$ cat src/rtl/cfp_pkg.sv
package cfp_pkg;

  localparam int unsigned ByteW  = 8;
  localparam int unsigned CmdW   = 3;
  localparam int unsigned ValueW = 16;
  localparam int unsigned PhaseW = 3;
  localparam int unsigned CfgIdxW = 1;

  localparam logic [PhaseW-1:0] PH_HEADER = 3'd0;
  localparam logic [PhaseW-1:0] PH_TYPE   = 3'd1;
  localparam logic [PhaseW-1:0] PH_HIGH   = 3'd2;
  localparam logic [PhaseW-1:0] PH_LOW    = 3'd3;
  localparam logic [PhaseW-1:0] PH_TAIL   = 3'd4;

  localparam logic [CfgIdxW-1:0] REG_HEADER = 1'd0;
  localparam logic [CfgIdxW-1:0] REG_TAIL   = 1'd1;

  localparam logic [ByteW-1:0] HEADER_RST = 8'hAA;
  localparam logic [ByteW-1:0] TAIL_RST   = 8'hBB;
  localparam logic [ByteW-1:0] TYPE_LIMIT = 8'h05;

endpackage

$ cat src/rtl/cfp_byte_if.sv
interface cfp_byte_if;
  logic                      valid;
  logic                      ready;
  logic [cfp_pkg::ByteW-1:0] rx_byte;

  modport source (output valid, output rx_byte, input ready);
  modport sink   (input valid, input rx_byte, output ready);
endinterface

$ cat src/rtl/cfp_cmd_if.sv
interface cfp_cmd_if;
  logic                       valid;
  logic                       ready;
  logic [cfp_pkg::CmdW-1:0]   command;
  logic [cfp_pkg::ValueW-1:0] value;

  modport source (output valid, output command, output value, input ready);
  modport sink   (input valid, input command, input value, output ready);
endinterface

$ cat src/rtl/command_frame_parser.sv
// Command frame parser.
// rx_i takes one received byte per beat; cmd_o gives one beat per good frame
// (header, type 0..5, value high, value low, tail) with its type and value.
// Header and tail bytes are set through the write port (index 0 header,
// index 1 tail); write them only while no byte is in flight.
// A byte is captured in an input register, then a single pass of frame
// logic updates the phase and, on a good tail, loads the output register.
// The tail byte passes the input register and then the output register before cmd_o valid rises.
// Throughput: one byte per cycle while cmd_o is not stalled, set by the single-pass phase update.
// A stall on cmd_o holds the output beat; one more byte is taken into the
// input register, then rx_i.ready drops until the output beat is taken.
// Reset clears the phase to waiting for a header, empties both registers
// and restores header 0xAA and tail 0xBB.
module command_frame_parser (
  input  logic                          clk_i,
  input  logic                          rst_ni,
  input  logic                          cfg_we_i,
  input  logic [cfp_pkg::CfgIdxW-1:0]   cfg_idx_i,
  input  logic [cfp_pkg::ByteW-1:0]     cfg_wdata_i,
  cfp_byte_if.sink                      rx_i,
  cfp_cmd_if.source                     cmd_o
);

  logic [cfp_pkg::ByteW-1:0]  header_q, tail_q;
  logic                       in_valid_q;
  logic [cfp_pkg::ByteW-1:0]  in_byte_q;
  logic [cfp_pkg::PhaseW-1:0] phase_q, phase_d;
  logic [cfp_pkg::CmdW-1:0]   type_q, type_d;
  logic [cfp_pkg::ByteW-1:0]  high_q, high_d, low_q, low_d;
  logic                       out_valid_q;
  logic [cfp_pkg::CmdW-1:0]   cmd_q;
  logic [cfp_pkg::ValueW-1:0] value_q;
  logic                       emit;
  logic                       adv;

  assign adv         = in_valid_q && (!out_valid_q || cmd_o.ready);
  assign rx_i.ready  = !in_valid_q || adv;
  assign cmd_o.valid   = out_valid_q;
  assign cmd_o.command = cmd_q;
  assign cmd_o.value   = value_q;

  always_ff @(posedge clk_i or negedge rst_ni) begin
    if (!rst_ni) begin
      header_q <= cfp_pkg::HEADER_RST;
      tail_q   <= cfp_pkg::TAIL_RST;
    end else if (cfg_we_i) begin
      unique case (cfg_idx_i)
        cfp_pkg::REG_HEADER: header_q <= cfg_wdata_i;
        cfp_pkg::REG_TAIL:   tail_q   <= cfg_wdata_i;
        default: ;
      endcase
    end
  end

  always_ff @(posedge clk_i or negedge rst_ni) begin
    if (!rst_ni) begin
      in_valid_q <= 1'b0;
    end else if (rx_i.ready) begin
      in_valid_q <= rx_i.valid;
    end
  end

  always_ff @(posedge clk_i) begin
    if (rx_i.valid && rx_i.ready) begin
      in_byte_q <= rx_i.rx_byte;
    end
  end

  always_comb begin
    phase_d = phase_q;
    type_d  = type_q;
    high_d  = high_q;
    low_d   = low_q;
    emit    = 1'b0;
    unique case (phase_q)
      cfp_pkg::PH_TYPE: begin
        if (in_byte_q == header_q) begin
          phase_d = cfp_pkg::PH_TYPE;
        end else if (in_byte_q > cfp_pkg::TYPE_LIMIT) begin
          phase_d = cfp_pkg::PH_HEADER;
        end else begin
          type_d  = in_byte_q[cfp_pkg::CmdW-1:0];
          phase_d = cfp_pkg::PH_HIGH;
        end
      end
      cfp_pkg::PH_HIGH: begin
        high_d  = in_byte_q;
        phase_d = cfp_pkg::PH_LOW;
      end
      cfp_pkg::PH_LOW: begin
        low_d   = in_byte_q;
        phase_d = cfp_pkg::PH_TAIL;
      end
      cfp_pkg::PH_TAIL: begin
        if (in_byte_q == header_q) begin
          phase_d = cfp_pkg::PH_TYPE;
        end else begin
          emit    = (in_byte_q == tail_q);
          phase_d = cfp_pkg::PH_HEADER;
        end
      end
      default: begin
        phase_d = (in_byte_q == header_q) ? cfp_pkg::PH_TYPE : cfp_pkg::PH_HEADER;
      end
    endcase
  end

  always_ff @(posedge clk_i or negedge rst_ni) begin
    if (!rst_ni) begin
      phase_q <= cfp_pkg::PH_HEADER;
      type_q  <= '0;
      high_q  <= '0;
      low_q   <= '0;
    end else if (adv) begin
      phase_q <= phase_d;
      type_q  <= type_d;
      high_q  <= high_d;
      low_q   <= low_d;
    end
  end

  always_ff @(posedge clk_i or negedge rst_ni) begin
    if (!rst_ni) begin
      out_valid_q <= 1'b0;
    end else if (adv) begin
      out_valid_q <= emit;
    end else if (cmd_o.ready) begin
      out_valid_q <= 1'b0;
    end
  end

  always_ff @(posedge clk_i) begin
    if (adv && emit) begin
      cmd_q   <= type_q;
      value_q <= {high_q, low_q};
    end
  end

  a_phase_legal: assert property (@(posedge clk_i) disable iff (!rst_ni)
    phase_q <= cfp_pkg::PH_TAIL)
    else $error("parse phase out of range");

  a_emit_from_tail: assert property (@(posedge clk_i) disable iff (!rst_ni)
    adv && emit |-> phase_q == cfp_pkg::PH_TAIL && phase_d == cfp_pkg::PH_HEADER)
    else $error("result emitted outside tail phase");

  a_cmd_range: assert property (@(posedge clk_i) disable iff (!rst_ni)
    out_valid_q |-> cmd_q <= cfp_pkg::TYPE_LIMIT[cfp_pkg::CmdW-1:0])
    else $error("command type out of range");

  a_in_held: assert property (@(posedge clk_i) disable iff (!rst_ni)
    in_valid_q && !adv |=> in_valid_q && $stable(in_byte_q))
    else $error("stalled input byte lost");

  a_out_kept: assert property (@(posedge clk_i) disable iff (!rst_ni)
    out_valid_q && !cmd_o.ready |=> out_valid_q && $stable(value_q))
    else $error("stalled result lost");

endmodule
$ cat src/flat_wrapper.sv
// flat-port wrapper written by rule: the top's interface ports become plain ports
module command_frame_parser_flat 
  (clk_i, rst_ni, cfg_we_i, cfg_idx_i, cfg_wdata_i, rx_i_valid, rx_i_rx_byte, rx_i_ready, cmd_o_valid, cmd_o_command, cmd_o_value, cmd_o_ready);
  cfp_byte_if rx_i_i ();
  cfp_cmd_if cmd_o_i ();
  input  logic clk_i;
  input  logic rst_ni;
  input  logic cfg_we_i;
  input  logic [cfp_pkg::CfgIdxW-1:0] cfg_idx_i;
  input  logic [cfp_pkg::ByteW-1:0] cfg_wdata_i;
  input wire logic [$bits(rx_i_i.valid)-1:0] rx_i_valid;
  input wire logic [$bits(rx_i_i.rx_byte)-1:0] rx_i_rx_byte;
  output wire logic [$bits(rx_i_i.ready)-1:0] rx_i_ready;
  output wire logic [$bits(cmd_o_i.valid)-1:0] cmd_o_valid;
  output wire logic [$bits(cmd_o_i.command)-1:0] cmd_o_command;
  output wire logic [$bits(cmd_o_i.value)-1:0] cmd_o_value;
  input wire logic [$bits(cmd_o_i.ready)-1:0] cmd_o_ready;
  assign rx_i_i.valid = rx_i_valid;
  assign rx_i_i.rx_byte = rx_i_rx_byte;
  assign rx_i_ready = rx_i_i.ready;
  assign cmd_o_valid = cmd_o_i.valid;
  assign cmd_o_command = cmd_o_i.command;
  assign cmd_o_value = cmd_o_i.value;
  assign cmd_o_i.ready = cmd_o_ready;
  command_frame_parser u_core (.clk_i(clk_i), .rst_ni(rst_ni), .cfg_we_i(cfg_we_i), .cfg_idx_i(cfg_idx_i), .cfg_wdata_i(cfg_wdata_i), .rx_i(rx_i_i), .cmd_o(cmd_o_i));
endmodule
$ cat config.mk
export PLATFORM = sky130hd
export DESIGN_NAME = command_frame_parser_flat
export DESIGN_NICKNAME = d
export VERILOG_FILES = /design/src/rtl/cfp_pkg.sv /design/src/rtl/cfp_byte_if.sv /design/src/rtl/cfp_cmd_if.sv /design/src/rtl/command_frame_parser.sv /design/src/flat_wrapper.sv
export SDC_FILE = /design/constraint.sdc
export NUM_CORES = 1
export LEC_CHECK = 0
export BUFFER_PORTS_ARGS = -buffer_cell sky130_fd_sc_hd__buf_4
export CAP_MARGIN = 25
export CORE_MARGIN = 4
export CORE_UTILIZATION = 59
export CTS_BUF_LIST = sky130_fd_sc_hd__clkbuf_4 sky130_fd_sc_hd__clkbuf_8 sky130_fd_sc_hd__clkbuf_16
export CTS_CLUSTER_DIAMETER = 150
export DETAILED_ROUTE_END_ITERATION = 10
export MAX_ROUTING_LAYER = met4
export PLACE_DENSITY = 0.83
export SETUP_SLACK_MARGIN = 0.2
export SYNTH_ARGS = -nofsm -noshare
export SYNTH_HDL_FRONTEND = slang
export SYNTH_SLANG_ARGS = --single-unit
export TNS_END_PERCENT = 5
$ cat constraint.sdc
create_clock -name clk_i -period 5.7 [get_ports clk_i]
set_input_delay 0.855 -clock clk_i [delete_from_list [all_inputs] [get_ports clk_i]]
set_output_delay 0.855 -clock clk_i [all_outputs]
set_load 0.01 [all_outputs]
==> impl_metrics.toml <==
[synthesis]
syn_area_um2 = 2590
synth_edf_count = 27
synth_flop_cell = "dfrtp_1"
synth-seq-cells = 67
synthArstFlopShare = 0.597
yosysTopAreaCellShare = 0.313
synthTopCellsByCount = "mux2_2 (32), dfrtp_1 (30), edfxtp_1 (27)"
synth_area_leaders = "edfxtp_1 (31%), dfrtp_1 (29%), mux2_2 (14%), dfstp_2 (10%), xnor2_1 (2.7%)"
yosysWarnings = 0
yosys.area.top_type = "edfxtp_1"
synth_cells = 152
ys_seq_area_frac = 0.705
syn_nets = 174
ys_types = 29
syn_avg_cell_area_um2 = 17.0
yosysMostFrequentCell = "mux2_2"

[placement]
gp_congestion = 0.843
place_ws_ns = 3.22
place_area_um2 = 2970
placed_cells = 243
port_buffers = 42
place_hpwl_mm = 3.34

[critical_path]
worst_setup_path_end_kind = "primary output"
reg2reg_slack_ns = 3.62
startpoint_type = "primary input"
crit_type = "primary input to primary output"
required_ns = 4.85
r2r_cells = 5
worstPathArrival_ns = 1.30
worstPathMaxFanout = 3

[sta]
fmax_ghz = 0.464
tns_ns = 0
slew_violations = 0
fin_skew_ns = 0.00631
setup_viol = 0
post-route-period-util = 0.378
rsz0062_at_grt = "no"
slew_headroom = 0.518
fin_ws_ns = 3.54
worst_pin_slew_ns = 0.722
period_minus_slack_ns = 2.16
hold_violations = 0

[clock_network]
clk_latency_ns = 0.33
cts_tree = "done"
root_buffer = "clkbuf_8"
hold_buffers = 0
post_cts_resized = 0
clockBufferDepth = 2
cts_buffers = 9
clkSinkCount = 67
post-cts-setup-buffer-count = 0
clk_pin_slew_ns = 0.07
cts_max_level = 3

[final_layout]
instances_no_fill = 259
design_area_um2 = 3180
finalNetCount = 226
postLayoutCoreUtil = 0.773
antennaDiodeCount = 0
drive_above_1_share = 0.502
area_growth_pct = 23.0

[routing]
routed_via_density = 5.51
post_drt_wl_per_cell_um = 17.8
drtPass1Iterations = 4
ant_nets = 0
drc = 0
wl_mm = 4.62
drtIter0Drc = 112
vias = 1428

[power_and_ir_drop]
clkPwrFrac = 0.395
p_int_w = 0.000830
p_sw_frac = 0.212
seq_power_share = 0.536
p_comb_frac = 0.069
p_switching_w = 0.000223
ir_worst_vdd_mv = 0.228
powerDensity_nw_per_um2 = 331
p_leak_nw = 1.40

[global_routing]
antenna_found_initial = 0
grt_pass1_wl_mm = 7.30
grt.total_usage = 0.196
grt_pass1_vias = 1486
overflow = 0
grt_start_max_net_pins = 41

[floorplanning]
die_y_um = 74.2
rows = 23
io_pins = 43
initial_core_util = 0.628
fp.coreArea_um2 = 4120
die-width_um = 74.2
die-area_um2 = 5510

[status]
outcome = "finished clean"

[flow_run]
drv_cap = 0

[min_path]
hold_path.class = "flop to flop"
min_delay_path_depth = 0
==> state kept, by name, summed over array words and instances, names as in the netlist <==
register and flops:
u_core.in_valid_q 1, u_core.in_byte_q 8, u_core.phase_q 3, u_core.type_q 3
u_core.header_q 8, u_core.cmd_o.command 3, u_core.tail_q 8, u_core.high_q 8
u_core.cmd_o.valid 1, u_core.cmd_o.value 16, u_core.low_q 8
==> cell type report <==
| type | count | area [um^2] |
|---|---|---|
| flip-flops and latches | 67 | 1820 |
| fillers | 247 | 933 |
| multi-input cells | 82 | 756 |
| repair buffers | 43 | 323 |
| clock buffers | 10 | 131 |
| clock inverters | 6 | 81.3 |
| well taps | 50 | 62.6 |
| inverters | 1 | 3.75 |
==> critical path, cell delays in order <==
cell and delay (ns):
buf_4 0.11, nand3b_1 0.17, buf_4 0.16
==> logic make-up after synthesis <==
family                 count (synthesis)  synth area share
flip-flops                            67             0.705
XOR/XNOR                              16            0.0542
buffers and inverters                  3           0.00483
AO/OA/AOI/OAI                          5            0.0247
AND/OR/NAND/NOR                       26            0.0585
multiplexers                          35             0.152
==> per-layer routing <==
metal	routed length, um	global-route usage	vias up
met4	107	0.125	0
met2	2450	0.316	49
met5	0	-	-
met3	241	0.0473	9
li1	-	-	661
met1	1820	0.218	709
==> placed cells by master, fill, tap and decap left out, drive strengths merged <==
| cell | Yosys | final |
|---|---|---|
| a2111oi | 1 | 1 |
| a22o | 1 | 1 |
| and2 | 1 | 1 |
| and3 | 1 | 1 |
| buf | 1 | 43 |
| bufinv | 0 | 2 |
| clkbuf | 1 | 10 |
| clkinv | 0 | 3 |
| clkinvlp | 0 | 1 |
| dfrtp | 30 | 30 |
| dfstp | 10 | 10 |
| edfxtp | 27 | 27 |
| inv | 1 | 1 |
| mux2 | 35 | 35 |
| nand2 | 5 | 5 |
| nand2b | 3 | 3 |
| nand3 | 3 | 3 |
| nand3b | 1 | 1 |
| nand4 | 2 | 2 |
| nor2 | 2 | 2 |
| nor2b | 1 | 1 |
| nor3 | 1 | 1 |
| nor3b | 2 | 2 |
| nor4 | 2 | 2 |
| o211ai | 1 | 1 |
| o22ai | 1 | 1 |
| o41ai | 1 | 1 |
| or4 | 2 | 2 |
| xnor2 | 8 | 8 |
| xor2 | 8 | 8 |
==> through the flow <==
stage,hold slack (ns),power [W]
2_1_floorplan,0.419,0.000613
3_5_place_dp,0.433,0.000648
5_1_grt,0.451,0.00109
4_1_cts,0.449,0.00106
6_report,0.444,0.00105
3_3_place_gp,0.428,0.000642
==> path summary, 6_finish.rpt <==
path / from / to
setup / recovery: cmd_o_ready / rx_i_ready
hold / removal: u_core.low_q[6] / u_core.cmd_o.value[6]
setup reg to reg: u_core.in_byte_q[1] / u_core.cmd_o.value[4]
hold reg to reg: u_core.low_q[6] / u_core.cmd_o.value[6]
max in group asynchronous: rst_ni / u_core.tail_q[0]
min in group asynchronous: rst_ni / u_core.tail_q[2]
==> power by group through the flow <==
stage | logic, W | registers (W) | clock network [W]
floorplan | 0.0000491 | 0.000564 | 0
global placement | 0.0000700 | 0.000572 | 0
detailed placement | 0.0000736 | 0.000574 | 0
CTS | 0.0000740 | 0.000565 | 0.000424
global route | 0.0000801 | 0.000568 | 0.000445
finish | 0.0000723 | 0.000565 | 0.000416
No activity file was read; power rests on OpenSTA's default activity.
